File: src/hdl/mpdf_pkg.sv
// mpdf_pkg: shared types and constants for the mesh packet dedup and ttl filter
// used by every module in hdl except mpdf_ram; depends on nothing
package mpdf_pkg;

   localparam int CACHE_ENTRIES = 128;
   localparam int ID_BYTES      = 8;
   localparam int ID_WIDTH      = 8 * ID_BYTES;
   localparam int IDX_WIDTH     = $clog2(CACHE_ENTRIES);

   localparam logic [IDX_WIDTH-1:0] LAST_IDX = IDX_WIDTH'(CACHE_ENTRIES - 1);
   localparam logic [7:0] VERSION_RESET = 8'd1;

   typedef enum logic [1:0] {
      VERDICT_BAD_VERSION = 2'd0,
      VERDICT_DUPLICATE   = 2'd1,
      VERDICT_EXPIRED     = 2'd2,
      VERDICT_FORWARDED   = 2'd3
   } verdict_type;

   typedef enum logic [2:0] {
      ST_IDLE,
      ST_CHECK,
      ST_SCAN,
      ST_DRAIN,
      ST_DECIDE
   } state_type;

   typedef struct packed {
      logic        mode;
      logic [63:0] packet_id;
      logic [7:0]  ttl_in;
      logic [7:0]  hops_in;
      logic [7:0]  version_in;
   } req_type;

   typedef struct packed {
      verdict_type verdict;
      logic [7:0]  ttl_out;
      logic [7:0]  hops_out;
      logic        send_ack;
   } rsp_type;

   typedef struct packed {
      logic load;
      logic clear_scan;
      logic scan;
      logic decide;
      logic reply_bad;
   } cmd_type;

   typedef struct packed {
      logic version_ok;
      logic scan_last;
   } status_type;

endpackage

File: src/hdl/mpdf_ctrl.sv
// mpdf_ctrl: sequencing state machine for one packet header
// depends on mpdf_pkg; drives commands into mpdf_dp and reads its status
module mpdf_ctrl
   import mpdf_pkg::*;
(
   input  logic       clock,
   input  logic       reset,
   input  logic       start,
   output logic       busy,
   input  status_type status,
   output cmd_type    cmd
);

   state_type state_ff, state_in;

   always_ff @(posedge clock) begin
      if (reset) begin
         state_ff <= ST_IDLE;
      end else begin
         state_ff <= state_in;
      end
   end

   always_comb begin
      state_in = state_ff;
      case (state_ff)
         ST_IDLE: begin
            if (start) begin
               state_in = ST_CHECK;
            end
         end
         ST_CHECK: begin
            if (status.version_ok) begin
               state_in = ST_SCAN;
            end else begin
               state_in = ST_IDLE;
            end
         end
         ST_SCAN: begin
            if (status.scan_last) begin
               state_in = ST_DRAIN;
            end
         end
         ST_DRAIN:  state_in = ST_DECIDE;
         ST_DECIDE: state_in = ST_IDLE;
         default:   state_in = ST_IDLE;
      endcase
   end

   always_comb begin
      cmd  = '0;
      busy = 1'b1;
      case (state_ff)
         ST_IDLE: begin
            busy     = 1'b0;
            cmd.load = start;
         end
         ST_CHECK: begin
            cmd.clear_scan = status.version_ok;
            cmd.reply_bad  = !status.version_ok;
         end
         ST_SCAN:   cmd.scan   = 1'b1;
         ST_DRAIN:  cmd        = '0;
         ST_DECIDE: cmd.decide = 1'b1;
         default:   busy       = 1'b1;
      endcase
   end

endmodule

File: config.mk
export PLATFORM = sky130hd
export DESIGN_NAME = mpdf_ctrl
export DESIGN_NICKNAME = d
export VERILOG_FILES = /design/src/hdl/mpdf_pkg.sv /design/src/hdl/mpdf_ctrl.sv
export SDC_FILE = /design/constraint.sdc
export NUM_CORES = 1
export LEC_CHECK = 0
export ABC_AREA = 1
export CORE_AREA = 2 2 39 41
export CTS_CLUSTER_SIZE = 40
export DETAILED_ROUTE_END_ITERATION = 7
export DIE_AREA = 0 0 41 43
export DONT_BUFFER_PORTS = 1
export GPL_TIMING_DRIVEN = 1
export PLACE_DENSITY = 0.31
export SLEW_MARGIN = 10
export SYNTH_ARGS = -nofsm -noshare
export SYNTH_HDL_FRONTEND = slang
export SYNTH_SLANG_ARGS = --single-unit
File: constraint.sdc
create_clock -name clock -period 1.6 [get_ports clock]
set_input_delay 0.32 -clock clock [delete_from_list [all_inputs] [get_ports clock]]
set_output_delay 0.32 -clock clock [all_outputs]
set_load 0.1 [all_outputs]
* Word-level counts from Yosys, hierarchy flattened *
Index checks and enable logic that the tools add are counted.
Widths: inputs -> output; s select.

storage, ports and cells
  flip-flop bits (word level) = 3
  input bits = 5
  output and inout bits = 6
  logic and storage cells = 20

cells by class
  equal/unequal tests = 6
  multiplexer cells = 10
  reduce and logical (&&, ||, !) cells = 3

operator list
  cell                count
  $pmux 3 s4          1
  $eq 3x2->1 const B  2
  $mux 1              6
  $mux 3              2
  $ne 2x2->1 const B  2
  $eq 3x1->1 const B  1
  $eq 3x3->1 const B  1
  $logic_not 3->1     1
  $mux 2              1
  $reduce_and 2->1    1
  $logic_not 1->1     1

* Depth between registers and ports, before layout *
Gate-level depths: netlist of the first run.

  depth in word-level cells = 3
  depth in mapped cells = 4
  mapped depth without buffers = 4

* Worst setup path before layout of the first run *
OpenSTA, ideal clock, no wires.

  kind = reg2out
  start point = register state_ff[0]
  end point = output port cmd[4] (netlist name)
  data arrival time = 2.561 ns
  required time = 1.280 ns
  path slack = -1.281 ns
  stages on the path, launching flop included = 4
  path buffers = 0
  cell sequence = dfxtp_1 -> nor2_4 -> nand2_1 -> nor2_1

RTL lines
  what                      RTL line         text
  start: declaration        mpdf_ctrl.sv:14  state_type state_ff, state_in;
  start signal: assignment  mpdf_ctrl.sv:20  state_ff <= state_in;
  end: declaration          mpdf_ctrl.sv:11  output cmd_type cmd

==> results.py, run 1 <==
metrics = {
    "critical_path": {
        "max_stage_delay_ns": 0.33,
        "required_ns": 1.28,
        "ff2ff_path_depth": 3,
        "crit_fanout": 3,
        "cp-end-kind": "output port",
        "crit_chain": "inv_1 -> nand4_1 -> inv_1 -> buf_12",
        "slowest_stage": "dfxtp_1",
        "crit_type": "flop to output port",
        "path_buf_inv": 3,
        "cp.arrival_ns": 1.17,
        "cp.depth": 4,
        "path_common_cell": "inv_1",
        "cp-start-kind": "flop",
        "cpLargestDelayFamily": "buffers and inverters",
    },
    "clock_tree": {
        "cts_setup_buffers": 0,
        "cts-root-buf": "clkbuf_4",
        "clkLatencyLatePin_ns": 0.23,
        "cts.sinks": 3,
        "cts_max_level": 1,
        "cts_buffers": 3,
        "clockBufferDepth": 2,
        "cts_tree": "yes",
        "path_clk_slew_ns": 0.03,
    },
    "power": {
        "intPower_uw": 230,
        "power_switching_uw": 175,
        "pwr-share-comb_pct": 45.5,
        "p_leak_uw": 0.000155,
        "p_seq_share_pct": 22.8,
        "power_density_nw_per_um2": 1150,
        "swShare_pct": 43.2,
        "power_frac_clock_pct": 31.7,
        "ir_drop_uv": 288,
    },
    "outcome": {
        "outcome": "complete, no violations",
    },
    "global_routing": {
        "grt_use_total_pct": 6.53,
        "grt.busiest_layer": "met4",
        "grt_util_met1_pct": 7.72,
        "grt_remaining_overflow": 0,
        "grt_max_degree": 6,
        "grt_pass1_vias": 185,
        "grtUsageMet3_pct": 4.19,
        "grt_pass1_wl_um": 717,
        "use_met2_pct": 6.56,
        "grt_antenna_before_repair": 0,
    },
    "detailed_routing": {
        "routed_wirelength_um": 387,
        "route.vias.total": 188,
        "drtPass1Iterations": 2,
        "routed_via_density": 3.69,
        "drtIter0Drc": 4,
        "postRouteAntennaNets": 0,
        "drc": 0,
        "wl_per_cell_um": 7.59,
    },
    "timing": {
        "drv_slew": 0,
        "clock_skew_ns": 0.000492,
        "slew_headroom_pct": 81.6,
        "fin_crit_sh_pct": 93.1,
        "hold_viol": 0,
        "fmax_mhz": 672,
        "setup_tns_ns": 0,
        "grt_setup_unrepaired": "false",
        "period_minus_slack_ns": 1.49,
        "setup_violations": 0,
        "worstMarginPinSlew_ns": 0.278,
    },
    "synth": {
        "syn_nets": 30,
        "synth_area_per_cell_um2": 6.76,
        "ys_types": 11,
        "ys_ff_latch": 3,
        "ys_seq_area_share_pct": 35.6,
        "yosys_warnings": 0,
        "synth_area_um2": 169,
        "synthCells": 25,
    },
    "die": {
        "io_pins": 11,
        "die_y_um": 43,
        "dieArea_um2": 1760,
        "rows": 14,
        "coreArea_um2": 1380,
        "die_x_um": 41,
        "start_util_pct": 12.2,
    },
    "final_layout": {
        "multi_input_area_um2": 115,
        "num_antenna_cells": 0,
        "largestRegisters": "state_ff: 3 flops",
        "mostFrequentLayoutCells": "inv_1, buf_12, nand2_1",
        "fin_area_um2": 353,
        "regMostFlops": "state_ff",
        "areaGrowthSynthToFinish_pct": 109,
        "ff_latch_area_um2": 61.3,
        "n_fill_cell": 159,
        "layout-drive-gt1-share_pct": 51.4,
        "nets": 41,
        "largest_reg_flops": 3,
    },
    "placement": {
        "dp_hpwl_um": 333,
        "port_buffers": 0,
        "placed_area_um2": 325,
        "gp_congestion": 0.648,
    },
    "run": {
        "cap_violations": 0,
    },
    "min_path": {
        "hold_depth": 1,
        "hold_class": "input port to flop",
    },
}
-- worst reg2reg max path: cells and delay by family (launching register included) --
kind,cells,cell delay [ns]
buffers and inverters,1,0.09
AO/OA/AOI/OAI,1,0.06
flip-flops,1,0.44
AND/OR/NAND/NOR,1,0.14
-- cells in the mapped netlist, drive strengths merged --
library cell / number / area (µm²)
nor2: 4 / 25.0
nand4: 1 / 6.26
dfxtp: 3 / 60.1
nand2: 5 / 18.8
a21oi: 1 / 8.76
inv: 6 / 22.5
nor3: 2 / 10.0
nand3: 2 / 10.0
nand3b: 1 / 7.51
-- layer usage --
metal | part of all wire, % | wire, µm
met5 | 0 | 0
met4 | 0 | 0
met3 | 12 | 48
met2 | 46 | 179
met1 | 41 | 160
-- kinds of logic (layout without fill, tap and decap cells) --
logic type	count (synthesis)	count (layout)	share of synthesized area, %
flops	3	3	35.6
compound gates	1	1	5.19
buf+inv	6	16	13.3
simple gates	15	15	45.9
-- repair_timing --
action	in CTS	in global routing
resized for setup	0	2
hold buffers	0	0
endpoints found under the setup margin	0	3
-- stage by stage --
stage          util, %  worst slack [ns]  cells  hold slack (ns)  total power [µW]
2_1_floorplan        -            -0.223     25            0.382               225
3_3_place_gp      23.5             0.315     47            0.384               277
3_5_place_dp      23.5             0.293     47            0.385               277
4_1_cts           25.4            0.0383     51            0.139               414
5_1_grt           25.5            0.0268     51            0.136               429
6_report          25.5             0.111     51            0.149               405
-- worst paths after layout --
check / start / endpoint / slack (ns)
setup / recovery: state_ff[2]$_SDFFE_PP0P_ / cmd[3] / 0.11
hold / removal: reset / state_ff[1]$_SDFFE_PP0P_ / 0.15
setup reg to reg: state_ff[1]$_SDFFE_PP0P_ / state_ff[1]$_SDFFE_PP0P_ / 0.75
hold reg to reg: state_ff[2]$_SDFFE_PP0P_ / state_ff[2]$_SDFFE_PP0P_ / 0.50
-- area by class of cell --
class,count,area share [%]
Clock buffer,4,7.45
Inverter,6,6.38
Multi-Input combinational cell,16,32.6
Sequential cell,3,17.4
Tap cell,16,5.67
Timing Repair Buffer,6,30.5
-- power by group through the flow --
stage | registers [µW] | logic, µW | clock network (µW)
5_1_grt | 93.5 | 193 | 143
3_5_place_dp | 92.4 | 185 | 0
6_report | 92.4 | 184 | 128
4_1_cts | 91.2 | 185 | 137
3_3_place_gp | 91.9 | 185 | 0
2_1_floorplan | 90.6 | 135 | 0
Note: power is estimated with default switching activity, not from simulation.
==> run 2, diff against run 1 <==
--- a/config.mk
+++ b/config.mk
@@ -5,14 +5,14 @@
 export SDC_FILE = /design/constraint.sdc
 export NUM_CORES = 1
 export LEC_CHECK = 0
-export ABC_AREA = 1
 export CORE_AREA = 2 2 39 41
+export CTS_CLUSTER_DIAMETER = 40
 export CTS_CLUSTER_SIZE = 40
 export DETAILED_ROUTE_END_ITERATION = 7
 export DIE_AREA = 0 0 41 43
 export DONT_BUFFER_PORTS = 1
 export GPL_TIMING_DRIVEN = 1
-export PLACE_DENSITY = 0.31
+export PLACE_DENSITY = 0.3
 export SLEW_MARGIN = 10
 export SYNTH_ARGS = -nofsm -noshare
 export SYNTH_HDL_FRONTEND = slang
==> run 2 against run 1 <==
Effect of this change:
- critical path depth down 1
- die area unchanged
- register-to-register slack worse by 0.14 ns
- maximum frequency down 5.5%
- clock power about the same
- sequential power down 7.3%
- synthesized area down 7.4%
- global-route usage down 0.61 points
- combinational power down 28%
- largest cell class unchanged
==> results.py, run 2 <==
metrics = {
    "final_layout": {
        "num_antenna_cells": 0,
        "layout-drive-gt1-share_pct": 71.4,
        "regMostFlops": "state_ff",
        "layout_commonest_cell": "buf_12",
        "largestRegisters": "state_ff: 3 flops",
        "largest_reg_flops": 3,
        "nets": 34,
        "n_fill_cell": 152,
        "mostFrequentLayoutCells": "buf_12, clkbuf_4, buf_4",
        "areaGrowthSynthToFinish_pct": 130,
    },
    "critical_path": {
        "crit_chain": "or3_4 -> nor2_4 -> buf_12",
        "worstReg2RegEnd": "state_ff[1]$_SDFFE_PP0P_",
        "r2r_start": "state_ff[1]$_SDFFE_PP0P_",
        "path_buf_inv": 1,
        "slowest_stage": "or3_4",
        "max_stage_delay_ns": 0.40,
        "ff2ff_path_depth": 3,
        "cp-start-kind": "flop",
        "required_ns": 1.28,
        "crit_type": "flop to output port",
        "cp.arrival_ns": 1.26,
        "rrSetupSlack_ns": 0.61,
        "cp-end-kind": "output port",
        "cpLargestDelayFamily": "simple AND/OR/NAND/NOR gates",
        "crit_fanout": 6,
    },
    "timing": {
        "period_minus_slack_ns": 1.58,
        "slew_headroom_pct": 81.7,
        "clock_skew_ns": 0.00188,
        "whs_ns": 0.156,
        "fin_crit_sh_pct": 98.5,
        "fmax_mhz": 635,
        "drv_slew": 0,
        "worstMarginPinSlew_ns": 0.277,
        "setup_violations": 0,
        "hold_viol": 0,
        "grt_setup_unrepaired": "true",
    },
    "global_routing": {
        "grt_pass1_vias": 174,
        "grt_remaining_overflow": 0,
        "grt_pass1_wl_um": 655,
        "grt_use_total_pct": 5.92,
        "grt_antenna_before_repair": 0,
        "grt_max_degree": 7,
    },
    "synth": {
        "synthCells": 17,
        "synthTopCellsByCount": "dfxtp_1, nor3b_1, nand2b_1",
        "ys_seq_area_share_pct": 38.4,
        "muxShareOfSynthArea_pct": 6.40,
        "synth-simple-area-share_pct": 48.0,
        "ys_ff_latch": 3,
        "async_flop_share_pct": 0,
        "ys_types": 12,
        "synth-main-ff-cell": "dfxtp_1",
        "synthTopCellsByArea": "dfxtp_1, nor3b_1, nand2b_1, or3_4, mux2i_1",
        "syn_nets": 22,
        "synth-compound-area-share_pct": 4.80,
        "synth-adder-area-share_pct": 0,
        "synth.largest_area_cell": "dfxtp_1",
        "synth_top_family_by_area": "simple AND/OR/NAND/NOR gates",
        "synth_area_per_cell_um2": 9.20,
        "yosys_warnings": 0,
        "synth_xor_area_share_pct": 0,
        "synth_area_um2": 156,
        "yosysTopAreaCellShare_pct": 38.4,
        "synth_edf_count": 0,
    },
    "min_path": {
        "hold_class": "input port to flop",
        "hold_depth": 1,
        "hold_end": "state_ff[0]$_SDFFE_PP0P_",
        "min_from": "reset",
    },
    "detailed_routing": {
        "routed_via_density": 3.48,
        "route.vias.total": 153,
        "drtPass1Iterations": 1,
        "postRouteAntennaNets": 0,
        "routed_wirelength_um": 377,
        "drc": 0,
        "drtIter0Drc": 0,
        "wl_per_cell_um": 8.57,
    },
    "clock_tree": {
        "cts_tree": "yes",
        "cts.sinks": 3,
        "cts_max_level": 1,
        "cts-root-buf": "clkbuf_4",
        "clockBufferDepth": 2,
        "path_clk_slew_ns": 0.04,
        "clkLatencyLatePin_ns": 0.23,
        "postCtsHoldBufs": 0,
        "cts_buffers": 3,
    },
    "placement": {
        "gp_congestion": 0.670,
        "port_buffers": 0,
    },
    "run": {
        "cap_violations": 0,
    },
    "die": {
        "start_util_pct": 11.3,
        "rows": 14,
        "io_pins": 11,
        "coreArea_um2": 1380,
        "die_x_um": 41,
        "die_y_um": 43,
        "dieArea_um2": 1760,
    },
    "power": {
        "power_uw": 348,
        "ir_drop_uv": 287,
        "p_leak_uw": 0.000128,
        "power_density_nw_per_um2": 966,
    },
    "outcome": {
        "outcome": "complete, no violations",
    },
}
==> run 2: stage by stage <==
step | std cells | setup TNS, ns | worst slack [ns] | cell area, µm² | utilization (%)
floorplan | 17 | -0.240 | -0.145 | 209 | -
global placement | 40 | 0 | 0.237 | 332 | 24.0
detailed placement | 40 | 0 | 0.232 | 332 | 24.0
CTS | 44 | 0 | 0.00739 | 360 | 26.0
global route | 44 | -0.0199 | -0.0199 | 360 | 26.0
finish | 44 | 0 | 0.0245 | 360 | 26.0
==> run 2: kinds of logic (layout without fill, tap and decap cells) <==
kind of cell    after synthesis  count (layout)
compound gates                1               1
buf+inv                       1              12
flops                         3               3
simple gates                 11              11
mux                           1               1
==> run 2: worst max path at each step <==
stage,end,startpoint,cells past startpoint
after floorplan,cmd[4],state_ff[0]$_SDFFE_PP0P_,2
after global placement,cmd[4],state_ff[2]$_SDFFE_PP0P_,3
after detailed placement,cmd[4],state_ff[0]$_SDFFE_PP0P_,3
after CTS,cmd[4],state_ff[2]$_SDFFE_PP0P_,3
after global routing,cmd[4],state_ff[2]$_SDFFE_PP0P_,3
final,cmd[4],state_ff[2]$_SDFFE_PP0P_,3
==> run 2: what timing repair did <==
item,CTS,global route
resized for setup,1,0
setup endpoints to repair,1,1
pin swaps,2,0
buffers inserted,0,0
==> run 2: report_power, final <==
group	leakage [µW]	switching, µW	internal, µW
combinational	0.0000865	88.1	44.4
sequential	0.0000261	6.86	78.9
clock	0.0000150	36.6	93.3
==> run 2: layout make-up <==
cell class | instances | area (µm²) | share of cell area, %
Clock buffer | 4 | 26.3 | 7.29
Inverter | 1 | 3.75 | 1.04
Multi-Input combinational cell | 13 | 141 | 39.2
Sequential cell | 3 | 66.3 | 18.4
Tap cell | 16 | 20.0 | 5.56
Timing Repair Buffer | 7 | 103 | 28.5
==> run 2: worst reg2reg max path, cell delays in order, from the launching register on <==
cell and delay [ns]:
dfxtp_2 0.34, buf_4 0.16, nand3b_1 0.15, a211oi_1 0.24
==> run 2: metal layers <==
metal  track usage (%)  up-vias  wire length, µm
li1                  -       82                -
met1              6.09       66              142
met2              7.81        5              207
met3              1.57        0               27
met4              8.00        0                0
met5                 0        -                0
==> run 3, diff against run 2 <==
--- a/config.mk
+++ b/config.mk
@@ -12,7 +12,9 @@
 export DIE_AREA = 0 0 41 43
 export DONT_BUFFER_PORTS = 1
 export GPL_TIMING_DRIVEN = 1
+export MAX_ROUTING_LAYER = met4
 export PLACE_DENSITY = 0.3
+export REMOVE_ABC_BUFFERS = 1
 export SLEW_MARGIN = 10
 export SYNTH_ARGS = -nofsm -noshare
 export SYNTH_HDL_FRONTEND = slang
==> run 3 against run 2 <==
Effect of this change:
- die area unchanged
- sequential cell count is the same
- cell area grew 11%
- sequential power is 4.0% lower
- maximum frequency is essentially flat
- clock power barely moved
- critical path type unchanged
- critical endpoint unchanged
==> results.py, run 3 (synthesized netlist as in run 2, its figures left out) <==
metrics = {
    "outcome": {
        "outcome": "complete, no violations",
    },
    "critical_path": {
        "cp-start-kind": "flop",
        "r2r_start": "state_ff[0]$_SDFFE_PP0P_",
        "worstReg2RegEnd": "state_ff[1]$_SDFFE_PP0P_",
        "crit_fanout": 4,
        "required_ns": 1.28,
        "cp-end-kind": "output port",
        "cp.arrival_ns": 1.26,
        "rrSetupSlack_ns": 0.67,
        "crit_type": "flop to output port",
        "ff2ff_path_depth": 3,
    },
    "clock_tree": {
        "cts.sinks": 3,
        "cts_buffers": 3,
        "cts-root-buf": "clkbuf_4",
        "cts_max_level": 1,
        "clkLatencyLatePin_ns": 0.23,
        "path_clk_slew_ns": 0.04,
        "cts_tree": "yes",
        "postCtsHoldBufs": 0,
        "clockBufferDepth": 2,
    },
    "global_routing": {
        "grt_max_degree": 8,
        "grt_use_total_pct": 7.30,
        "grt_pass1_vias": 162,
        "grt_remaining_overflow": 0,
        "grt_pass1_wl_um": 710,
        "grt_antenna_before_repair": 0,
    },
    "die": {
        "rows": 14,
        "die_y_um": 43,
        "start_util_pct": 11.3,
        "io_pins": 11,
        "coreArea_um2": 1380,
        "dieArea_um2": 1760,
        "die_x_um": 41,
    },
    "final_layout": {
        "nets": 36,
        "fin_util_pct": 28.9,
        "regMostFlops": "state_ff",
        "layout-drive-gt1-share_pct": 66.7,
        "largestRegisters": "state_ff: 3 flops",
        "areaGrowthSynthToFinish_pct": 156,
        "n_fill_cell": 147,
        "multi_input_area_um2": 129,
        "mostFrequentLayoutCells": "clkbuf_4, buf_12, buf_4, clkbuf_16, dfxtp_1",
        "largest_reg_flops": 3,
        "ff_latch_area_um2": 63.8,
        "num_antenna_cells": 0,
    },
    "detailed_routing": {
        "postRouteAntennaNets": 0,
        "drc": 0,
        "route.vias.total": 176,
        "routed_via_density": 3.83,
        "routed_wirelength_um": 446,
        "wl_per_cell_um": 9.70,
        "drtIter0Drc": 2,
        "drtPass1Iterations": 2,
    },
    "power": {
        "swShare_pct": 37.3,
        "pwr-share-comb_pct": 40.5,
        "power_frac_clock_pct": 36.8,
        "intPower_uw": 227,
        "power_switching_uw": 135,
        "p_seq_share_pct": 22.7,
        "power_density_nw_per_um2": 904,
        "ir_drop_uv": 269,
        "p_leak_uw": 0.000153,
    },
    "placement": {
        "dp_hpwl_um": 343,
        "port_buffers": 0,
        "place_ws_ns": 0.214,
        "gp_congestion": 0.594,
    },
    "timing": {
        "period_minus_slack_ns": 1.58,
        "hold_viol": 0,
        "worstMarginPinSlew_ns": 0.277,
        "setup_violations": 0,
        "setup_ws_ns": 0.0237,
        "slew_headroom_pct": 81.7,
        "clock_skew_ns": 0.00237,
        "setup_tns_ns": 0,
        "grt_setup_unrepaired": "true",
        "fmax_mhz": 634,
        "drv_slew": 0,
        "fin_crit_sh_pct": 98.5,
    },
    "run": {
        "cap_violations": 0,
    },
    "min_path": {
        "hold_end": "state_ff[0]$_SDFFE_PP0P_",
        "hold_depth": 1,
        "hold_class": "input port to flop",
        "min_from": "reset",
    },
}
run 3: cell count changes in the layout (fill, tap and decap cells not counted), sizes merged:
cell,change
buf,-1
clkbuf,+3
run 3: cell type report:
cell class / instances / area share, %
tap: 16 / 5.00
sequential: 3 / 15.9
inverter: 1 / 0.938
timing repair buffer: 9 / 39.4
multi-input combinational: 13 / 32.2
clock buffer: 4 / 6.56
run 3: critical path: stages, from the launching register on:
cell and delay, ns:
dfxtp_4 0.35, or3_4 0.38, nor2_4 0.11, buf_12 0.18
run 3: worst max-delay path by stage:
stage	from	end	slack (ns)	cells past startpoint
after floorplan	state_ff[2]$_SDFFE_PP0P_	cmd[3]	-1.44	2
after global placement	state_ff[2]$_SDFFE_PP0P_	cmd[3]	0.24	3
after detailed placement	state_ff[0]$_SDFFE_PP0P_	cmd[4]	0.21	3
after CTS	state_ff[2]$_SDFFE_PP0P_	cmd[3]	-0.01	3
after global routing	state_ff[0]$_SDFFE_PP0P_	cmd[4]	-0.03	3
final	state_ff[0]$_SDFFE_PP0P_	cmd[4]	0.02	3
run 3: through the flow:
step                      hold WS [ns]  cell area [µm²]  power (µW)  instances
after floorplan                  0.393              156         170         17
after global placement           0.402              324         213         40
after detailed placement         0.401              324         213         40
after CTS                        0.144              357         358         44
after global routing             0.137              400         389         46
final                            0.155              400         362         46
run 3: metal layers:
layer  share of wire [%]  GRT usage (%)  wire length, µm
met1                  33           4.81              149
met4                   0           8.00                0
met3                 9.2           7.85               41
met2                  57           9.06              255
met5                   0              -                0
run 3: power groups by stage:
| stage | Clock (µW) | Combinational (µW) | Sequential, µW |
|---|---|---|---|
| after floorplan | 0 | 86.2 | 84.1 |
| after global placement | 0 | 129 | 83.3 |
| after detailed placement | 0 | 130 | 83.6 |
| after CTS | 143 | 132 | 82.8 |
| after global routing | 154 | 152 | 82.5 |
| final | 133 | 147 | 82.3 |
run 3: what timing repair did:
action	CTS	global route
resized for setup	2	4
endpoints found under the setup margin	2	3
hold endpoints to repair	0	0
pin swaps	1	1
buffers inserted	0	2
